File: config.mk
export PLATFORM = sky130hd
export DESIGN_NAME = fixed_float_format_converter
export DESIGN_NICKNAME = d
export VERILOG_FILES = /design/src/rtl/ffc_pkg.sv /design/src/rtl/fixed_float_format_converter.sv /design/src/rtl/ffc_core.sv
export VERILOG_INCLUDE_DIRS = /design/src /design/src/rtl
export SDC_FILE = /design/constraint.sdc
export NUM_CORES = 1
export LEC_CHECK = 0
export ABC_AREA = 1
export BUFFER_PORTS_ARGS = -buffer_cell sky130_fd_sc_hd__buf_2
export CAP_MARGIN = 10
export CORE_MARGIN = 2
export CORE_UTILIZATION = 50
export DETAILED_ROUTE_END_ITERATION = 12
export GPL_ROUTABILITY_DRIVEN = 0
export HOLD_SLACK_MARGIN = 0.05
export PLACE_DENSITY = 0.67
export SETUP_SLACK_MARGIN = 0.3
export SYNTH_ARGS = -nofsm -noshare
export SYNTH_HDL_FRONTEND = slang
export SYNTH_SLANG_ARGS = --single-unit
File: constraint.sdc
create_clock -name clk -period 9.9 [get_ports clk]
set_input_delay 2.97 -clock clk [delete_from_list [all_inputs] [get_ports clk]]
set_output_delay 2.97 -clock clk [all_outputs]
set_load 0.05 [all_outputs]
File: src/rtl/assert_macros.svh
// Assertion macros used by the top-level RTL file.
`ifndef ASSERT_MACROS_SVH
`define ASSERT_MACROS_SVH
`ifndef NO_ASSERTIONS
`define ASSERT_IMPL(lbl, clk, rst_n, ante, cons) \
	lbl: assert property (@(posedge clk) disable iff (!rst_n) (ante) |-> (cons)) \
	else $error("assertion failed");
`define ASSERT_NEXT(lbl, clk, rst_n, ante, cons) \
	lbl: assert property (@(posedge clk) disable iff (!rst_n) (ante) |=> (cons)) \
	else $error("assertion failed");
`else
`define ASSERT_IMPL(lbl, clk, rst_n, ante, cons)
`define ASSERT_NEXT(lbl, clk, rst_n, ante, cons)
`endif
`endif

File: src/rtl/ffc_pkg.sv
// Package: payload types and operation codes for the format converter.
`default_nettype none
package ffc_pkg;
	typedef enum logic [1:0] {
		KIND_I2X = 2'd0,
		KIND_F2X = 2'd1,
		KIND_X2I = 2'd2,
		KIND_X2F = 2'd3
	} kind_t;

	typedef struct packed {
		logic [1:0]  kind;
		logic [31:0] operand;
	} req_t;

	typedef struct packed {
		logic [31:0] result;
		logic        overflow;
	} rsp_t;

	localparam logic [31:0] POS_LIMIT = 32'h7FFF_FFFF;
	localparam logic [31:0] NEG_LIMIT = 32'h8000_0000;
endpackage
`default_nettype wire

File: src/rtl/fixed_float_format_converter.sv
// Top level: registered fixed/float/int format converter.
// channel | signals              | transfer
// request | start, busy, req     | start && !busy
// result  | done, rsp            | done
// One item per cycle; a result passes the input register, then the result register,
// before it is on the ports with done.
// busy is always low.
// arst_n clears the valid flags only; the receiver cannot stall.
`default_nettype none
`include "assert_macros.svh"
module fixed_float_format_converter import ffc_pkg::*; #(
	parameter int FRAC_BITS = 8
) (
	input  wire logic clk,
	input  wire logic arst_n,
	input  wire logic start,
	output logic      busy,
	input  wire req_t req,
	output logic      done,
	output rsp_t      rsp
);
	req_t req_s1;
	logic vld_s1;
	rsp_t rsp_w;

	assign busy = 1'b0;

	always_ff @(posedge clk or negedge arst_n) begin
		if (!arst_n) begin
			vld_s1 <= 1'b0;
			done <= 1'b0;
		end else begin
			vld_s1 <= start;
			done <= vld_s1;
		end
	end

	always_ff @(posedge clk) begin
		req_s1 <= req;
		rsp <= rsp_w;
	end

	ffc_core #(.FRAC_BITS(FRAC_BITS)) u_core (.req(req_s1), .rsp(rsp_w));

	`ASSERT_NEXT(a_pipe, clk, arst_n, start, vld_s1)
	`ASSERT_NEXT(a_done, clk, arst_n, vld_s1, done)
	`ASSERT_IMPL(a_busy, clk, arst_n, 1'b1, !busy)
endmodule
`default_nettype wire

File: src/rtl/ffc_core.sv
// Combinational conversion datapath for all four operations.
`default_nettype none
module ffc_core import ffc_pkg::*; #(
	parameter int FRAC_BITS = 8
) (
	input  wire req_t req,
	output rsp_t      rsp
);
	localparam int FB = FRAC_BITS;

	logic signed [31:0] op_s;
	logic [31:0] r_i2x, r_f2x, r_x2i, r_x2f;
	logic        o_i2x, o_f2x;

	// int to fixed
	logic signed [32+FB-1:0] i2x_w;
	always_comb begin
		i2x_w = {{FB{op_s[31]}}, op_s} <<< FB;
		o_i2x = (i2x_w[32+FB-1:31] != {(FB+1){1'b0}}) &&
			(i2x_w[32+FB-1:31] != {(FB+1){1'b1}});
		r_i2x = o_i2x ? (op_s[31] ? NEG_LIMIT : POS_LIMIT) : i2x_w[31:0];
	end
	assign op_s = req.operand;

	// float to fixed
	logic        f_neg;
	logic [7:0]  f_ef;
	logic [22:0] f_fr;
	logic [23:0] f_m;
	logic signed [9:0] f_sh;
	logic [5:0]  f_n;
	logic [63:0] f_big;
	logic [32:0] f_mag;
	logic        f_big_ovf;
	always_comb begin
		f_neg = req.operand[31];
		f_ef  = req.operand[30:23];
		f_fr  = req.operand[22:0];
		f_m   = {(f_ef != 8'd0), f_fr};
		f_sh  = (f_ef == 8'd0) ? 10'(-149 + FB) : 10'(signed'({2'b0, f_ef}) - 150 + FB);
		f_n   = 6'd0;
		f_big = 64'd0;
		f_mag = 33'd0;
		f_big_ovf = 1'b0;
		if (f_sh >= 0) begin
			if (f_sh >= 10'sd9) f_big_ovf = 1'b1;
			else begin
				f_big = {40'd0, f_m} << f_sh[3:0];
				f_mag = f_big[32:0];
			end
		end else begin
			f_n = 6'(-f_sh > 10'sd26 ? 10'sd26 : -f_sh);
			f_big = ({40'd0, f_m} + (64'd1 << (f_n - 6'd1))) >> f_n;
			f_mag = (f_n > 6'd25) ? 33'd0 : f_big[32:0];
		end
		o_f2x = 1'b0;
		if (f_ef == 8'hFF) begin
			o_f2x = 1'b1;
			r_f2x = (f_fr != 23'd0) ? 32'd0 : (f_neg ? NEG_LIMIT : POS_LIMIT);
		end else if (f_m == 24'd0) r_f2x = 32'd0;
		else if (f_big_ovf) begin
			o_f2x = 1'b1;
			r_f2x = f_neg ? NEG_LIMIT : POS_LIMIT;
		end else if (f_neg) begin
			if (f_mag > 33'h0_8000_0000) begin
				o_f2x = 1'b1;
				r_f2x = NEG_LIMIT;
			end else r_f2x = 32'(33'd0 - f_mag);
		end else begin
			if (f_mag > 33'h0_7FFF_FFFF) begin
				o_f2x = 1'b1;
				r_f2x = POS_LIMIT;
			end else r_f2x = f_mag[31:0];
		end
	end

	// fixed to int
	assign r_x2i = 32'(op_s >>> FB);

	// fixed to float
	logic [31:0] x_mag;
	logic [4:0]  x_p;
	logic [31:0] x_norm;
	logic [24:0] x_q;
	logic        x_rnd;
	logic [7:0]  x_ex;
	always_comb begin
		x_mag = op_s[31] ? 32'(-op_s) : req.operand;
		x_p = 5'd0;
		for (int i = 0; i < 32; i++)
			if (x_mag[i]) x_p = 5'(i);
		x_norm = x_mag << (5'd31 - x_p);
		x_rnd = x_norm[7] && (x_norm[8] || (x_norm[6:0] != 7'd0));
		x_q = {1'b0, x_norm[31:8]} + {24'd0, x_rnd};
		x_ex = 8'(6'(x_p) + 8'd127 - 8'(FB) + {7'd0, x_q[24]});
		if (x_mag == 32'd0) r_x2f = 32'd0;
		else r_x2f = {op_s[31], x_ex, x_q[24] ? x_q[23:1] : x_q[22:0]};
	end

	always_comb begin
		rsp.overflow = 1'b0;
		case (kind_t'(req.kind))
			KIND_I2X: begin
				rsp.result = r_i2x;
				rsp.overflow = o_i2x;
			end
			KIND_F2X: begin
				rsp.result = r_f2x;
				rsp.overflow = o_f2x;
			end
			KIND_X2I: rsp.result = r_x2i;
			default:  rsp.result = r_x2f;
		endcase
	end
endmodule
`default_nettype wire

# Word-level counts from Yosys, hierarchy flattened
# Cells that the tools add are included.
dict set report word_totals {
  input_bits 37
  regBits 69
  word_cells 101
  output_inout_bits 35
}
dict set report op_classes {
  eq_ne 4
  magnitude_cmp 6
  shifts 4
  add_sub_neg 12
  reduce_logical 11
  mux 58
}
# op count
set ops {}
lappend ops {{$mux W32} 11}
lappend ops {{$mux W33} 3}
lappend ops {{$pmux W32 S3} 1}
lappend ops {{$mux W5} 16}
lappend ops {{$add A24 B64 Y64} 1}
lappend ops {{$shl A1 B6 Y64 const A} 1}
lappend ops {{$shr A64 B6 Y33} 1}
lappend ops {{$gt A33 B31 Y1 const B} 1}
lappend ops {{$gt A33 B32 Y1 const B} 1}
lappend ops {{$shl A24 B4 Y33} 1}
lappend ops {{$logic_not A32 Y1} 1}
lappend ops {{$mux W4} 8}
lappend ops {{$neg A32 Y32} 1}
lappend ops {{$shl A32 B5 Y32} 1}
lappend ops {{$sub A1 B32 Y32 const A} 1}
lappend ops {{$add A24 B1 Y25} 1}
lappend ops {{$logic_not A24 Y1} 1}
lappend ops {{$mux W23} 1}
lappend ops {{$reduce_bool A23 Y1} 1}
lappend ops {{$mux W3} 4}
lappend ops {{$add A10 B5 Y10 const B} 1}
lappend ops {{$ge A10 B1 Y1 const B} 1}
lappend ops {{$ge A10 B5 Y1 const B} 1}
lappend ops {{$gt A10 B6 Y1 const B} 1}
lappend ops {{24 further kinds} 34}

# Logic depth before layout (Yosys ltp)
dict set report depth {
  word_depth 42
  depth_mapped 68
}

# Hierarchy
# A second synthesis with hierarchy kept.
dict set report hier_totals {
  cells_unflattened 2304
  area_unflattened_um2 12512.0
}
# module instances area_each_um2 seq_area_each_um2 cells_per_inst
set by_module_without_submodules {}
lappend by_module_without_submodules {ffc_core 1 11109.4 0.0 2233}
lappend by_module_without_submodules {fixed_float_format_converter 1 1402.6 1391.3 71}

# Worst setup path after synthesis
# Ideal clock, no wire load.
dict set report synth_path {
  path_type {register -> register}
  startpoint {register req_s1[23] (netlist name)}
  endpoint {register rsp[11] (netlist name)}
  arrival_ps 7514
  n_path_buf 6
  stages_incl_launch_ff 62
  setup_slack_ps 2328
  path_cell_list {dfxtp_1 > nor2_2 > nand3_4 > nor2_8 > nor2_4 > buf_1 > clkbuf_1 > ha_1 > nor2_1 > nor2_1 > o31ai_1 > nor2_1 > nand3_1 > nand2_2 > buf_6 > nand2_2 > inv_2 > buf_2 > [26 not listed] > o21ai_1 > inv_1 > ha_1 > nand3_1 > nor2_4 > nand2_4 > nor2_8 > nand2_4 > nand2_2 > nand2_2 > buf_6 > o21ai_2 > nand2_1 > nand2_1 > nand2_1 > nand2_1 > nand2_1 > nand2_1}
}
# element line_no
set synth_rtl {}
lappend synth_rtl {{start: declaration} fixed_float_format_converter.sv:22} ;# req_t req_s1;
lappend synth_rtl {{start signal: assignment} fixed_float_format_converter.sv:39} ;# req_s1 <= req;
lappend synth_rtl {{end signal: assignment} fixed_float_format_converter.sv:40} ;# rsp <= rsp_w;
lappend synth_rtl {{end: declaration} fixed_float_format_converter.sv:20} ;# output rsp_t rsp

==> results.env <==
USE_MET1_PCT=50.2
OUTCOME='complete, no violations'
CTS.PATH.MAX_BUFFERS=2
CLK_ROOT_BUFFER_CELL='sky130_fd_sc_hd__clkbuf_16'
NUM_ROWS=57
COUNT_OF_FLIP_FLOPS_WITH_A_BUILT_IN_ENABLE_AFTER_SYNTHESIS=0
LARGEST_NET_DEGREE_AT_THE_START_OF_GLOBAL_ROUTING=45
TIMING_WORST_SLEW_PIN_VALUE_NS=0.862
WORSTPATHMAXFANOUT=35
ROUTED_WIRE_LENGTH_PER_INSTANCE_UM=17.4
DRV_SLEW=0
TOTALPOWERFINAL_mW=1.80
TIMING.RR.START='req_s1[24]'
CAP_VIOL_MAX_COUNT=0
CTS.REPORTEDPATHS.CLKPINSLEW_NS=0.06
ANTENNA_VIOLATIONS_BEFORE_REPAIR=0
CLOCK_INSERTION_DELAY_WORST_SKEW_NS=0.34
HTREEDEPTH=3
SYNTHESIS.YOSYS.WARNINGS=0
SYNTH_FLOP_CELL='sky130_fd_sc_hd__dfxtp_1'
FLOORPLAN.INITIALDENSITY_PCT=50.8
ASYNCSETRESETFLOPFRACSYNTH_PCT=2.90
MIN-DELAY-PATH-CLASS='flip-flop to flip-flop'
WORST_PATH_MAX_DELAY_CELL='sky130_fd_sc_hd__fa_1'
CTS.SINKS=69
AREA.SEQUENTIAL_SQ_UM=1390
FP.DIEH_UM=161
FINCLKSKEW_NS=0.00936
NUMBER_OF_CTS_INSERTED_BUFFERS=9
DRC=0
IO-PIN-COUNT=72
DRT_ITER0_DRCS=2148
YOSYS.CELL_TYPES.COUNT=65
GRT_PASS1_WL_UM=71000
PERIOD_SHARE_PCT=89.7
LEAKAGEPOWER_nW=6.65
CRITPATHMAXSTAGEDELAY_NS=0.44
PLACE.DETAILED.HPWL_UM=35900
PORT-BUFFER-COUNT=70
HOLD_WS_NS=0.359
GROUTE.USAGE.OVERALL_PCT=33.9
SEQ_POWER_SHARE_PCT=18.7
MAXSLEWHEADROOM_PCT=42.5
GRT_UTIL_MET3_PCT=5.96
CLOCK_POWER_SHARE_PCT=18.4
FILLER_CELL_COUNT_IN_THE_FINAL_LAYOUT=2615
YS_SEQ_ELEMENTS=69
POSTCTSSETUPREPAIRBUFS=0
POSTSYNTHCELLCOUNT=2292
START_KIND='flip-flop'
DRIVE_ABOVE_1_SHARE_PCT=9.85
VIAS_PER_CELL=5.90
SEQUENTIAL_TO_TOTAL_AREA_SHARE_FROM_YOSYS_STAT_PCT=11.3
COMBINATIONALPOWERSHARE_PCT=62.9
WORST_R2R_ENDPOINT='rsp[10]'
WORST-ENDPOINT-ARRIVAL_NS=9.14
CRITPATHCAPTURE='rsp[10]'
MULTI_INPUT_GATE_AREA_IN_THE_FINAL_LAYOUT_SQ_UM=9590
MAPPEDNETLISTAREA_SQ_UM=12400
FLOW.AREA_GROWTH_FROM_SYNTHESIS_PCT=5.47
INTERNAL-POWER_mW=0.832
PERIOD_MINUS_SLACK_NS=8.88
DIE_AREA_SQ_UM=26000
NUMBER_OF_ITERATIONS_IN_THE_FIRST_DETAILED_ROUTING_PASS=6
CELLPOWERDENSITY_nW_PER_UM2=138
GLOBALROUTEOVERFLOWTOTAL=0
NETS=2352
FIN_TNS_SETUP_NS=0
TIMING_HOLD_VIOLATIONS_FINAL=0
TIMING_WORST_SETUP_PATH_TYPE='flip-flop to flip-flop'
GROUTE.LAYER.MET2.USAGE_PCT=49.4
SYNTH_NETS=2365
RR_WORST_DEPTH=53
POST_SYNTH.CELL_AREA_AVG_SQ_UM=5.39
SETUP.WORST_PATH.START='req_s1[24]'
TIMING.CRITICAL_PATH.REQUIRED_NS=10.15
DETAILROUTE.VIA_COUNT=15400
SWITCHINGPOWER_mW=0.972
VDD_IR_DROP_MAX_V=0.0000985
CHIPWIDTH_UM=161
GR-MAX-USAGE-LAYER='met1'
GRT_PASS1_VIAS=13500
CP-END-KIND='flip-flop'
REGTOREGSETUPSLACK_NS=1.02
DETAIL_ROUTE.WIRELENGTH_UM=45300
MOSTFREQUENTLAYOUTCELLS='sky130_fd_sc_hd__nand2_1, sky130_fd_sc_hd__nand3_1, sky130_fd_sc_hd__inv_1'
POWER.SWITCHING_FRACTION_PCT=53.9
MOST_COMMON_CELL_AFTER_LAYOUT_FILL_AND_TAPS_ASIDE='sky130_fd_sc_hd__nand2_1'
CTS_TREE='yes'
CRIT_TOP_CELL='sky130_fd_sc_hd__nand2_1'
SETUP_VIOL=0
MAXCLOCKFREQUENCY_MHz=113
RSZ0062_AT_GRT='false'
FP.COREAREA_SQ_UM=24300
ROUTE.ANTENNA.REMAINING_NETS=0
-- stage by stage --
stage	util (%)	worst slack [ns]	cell area, sq um	std cells
after floorplan	-	2.33	12400	2292
after global routing	53.6	0.274	13000	2608
after CTS	53.3	0.669	13000	2608
final	53.6	1.02	13000	2609
after detailed placement	52.1	0.705	12700	2592
after global placement	52.1	1.07	12700	2592
-- sequential cells by signal, indices dropped and copies added (netlist names) --
signal,flops
req_s1,34
rsp,33
done,1
vld_s1,1
-- synthesized netlist by cell type, drive strengths merged (2+ instances only) --
library cell,count,area share [%]
a211oi,2,0.12
a21boi,2,0.12
a21oi,116,4.9
a22oi,2,0.12
a31oi,10,0.51
and2,7,0.37
buf,57,2.9
clkbuf,52,1.6
clkinv,6,0.19
dfrtp,2,0.41
dfxtp,67,11
ha,35,3.5
inv,222,6.7
mux2i,10,0.81
nand2,727,23
nand3,332,14
nand3b,3,0.18
nand4,35,1.8
nor2,185,6.8
nor3,36,1.7
nor4,13,0.66
o2111ai,2,0.14
o211ai,8,0.53
o21a,3,0.18
o21ai,241,9.9
o21bai,6,0.36
o22ai,5,0.25
o31ai,2,0.12
or2,17,0.86
xnor2,14,0.99
xor2,63,4.5
-- power groups by stage --
stage | registers, mW | clock network (mW) | logic (mW)
after global routing | 0.338 | 0.345 | 1.25
after detailed placement | 0.342 | 0 | 1.09
after global placement | 0.342 | 0 | 1.09
after CTS | 0.336 | 0.332 | 1.10
final | 0.338 | 0.331 | 1.13
after floorplan | 0.409 | 0 | 0.777
-- critical path, delay by kind of cell, from the launching register on --
family | cells | cell delay (ns)
compound gates | 10 | 2.04
xor+xnor | 1 | 0.20
fa+ha+maj | 3 | 0.85
buf+inv | 4 | 0.70
flops | 1 | 0.33
simple gates | 35 | 4.61
-- logic make-up after synthesis --
| group | share of synthesized area (%) |
|---|---|
| muxes | 0.810 |
| AOI/OAI and AO/OA | 17.6 |
| xor gates and xnor gates | 5.52 |
| and+or+nand+nor | 49.6 |
| other | 0.0304 |
| adders and majority gates | 3.71 |
| buffers and inverters | 11.4 |
| DFF | 11.3 |
-- cell type report --
cell class / instances / area share (%)
Clock buffer: 10 / 1.83
Tap cell: 324 / 3.11
Sequential cell: 69 / 10.7
Multi-Input combinational cell: 1886 / 73.6
Timing Repair Buffer: 85 / 3.55
Inverter: 228 / 6.69
Clock inverter: 6 / 0.480
Antenna cell: 1 / 0.0192
-- how the worst min path moves through the flow --
| stage | from | end | slack, ns | cells past startpoint |
|---|---|---|---|---|
| after floorplan | vld_s1 | done | 0.33 | 0 |
| after global placement | vld_s1 | done | 0.34 | 0 |
| after detailed placement | vld_s1 | done | 0.34 | 0 |
| after CTS | vld_s1 | done | 0.36 | 0 |
| after global routing | vld_s1 | done | 0.37 | 0 |
| final | vld_s1 | done | 0.36 | 0 |
-- per-layer routing --
| layer | vias to the layer above | routed length, um |
|---|---|---|
| met1 | 6851 | 20000 |
| met2 | 900 | 18600 |
| met5 | - | 0 |
| li1 | 7526 | - |
| met3 | 127 | 5170 |
| met4 | 0 | 1520 |
-- what timing repair did --
action,in CTS,in global routing
resized for setup,0,17
hold buffers,0,0
endpoints found under the setup margin,0,32
No activity file was read; power rests on OpenSTA's default activity.
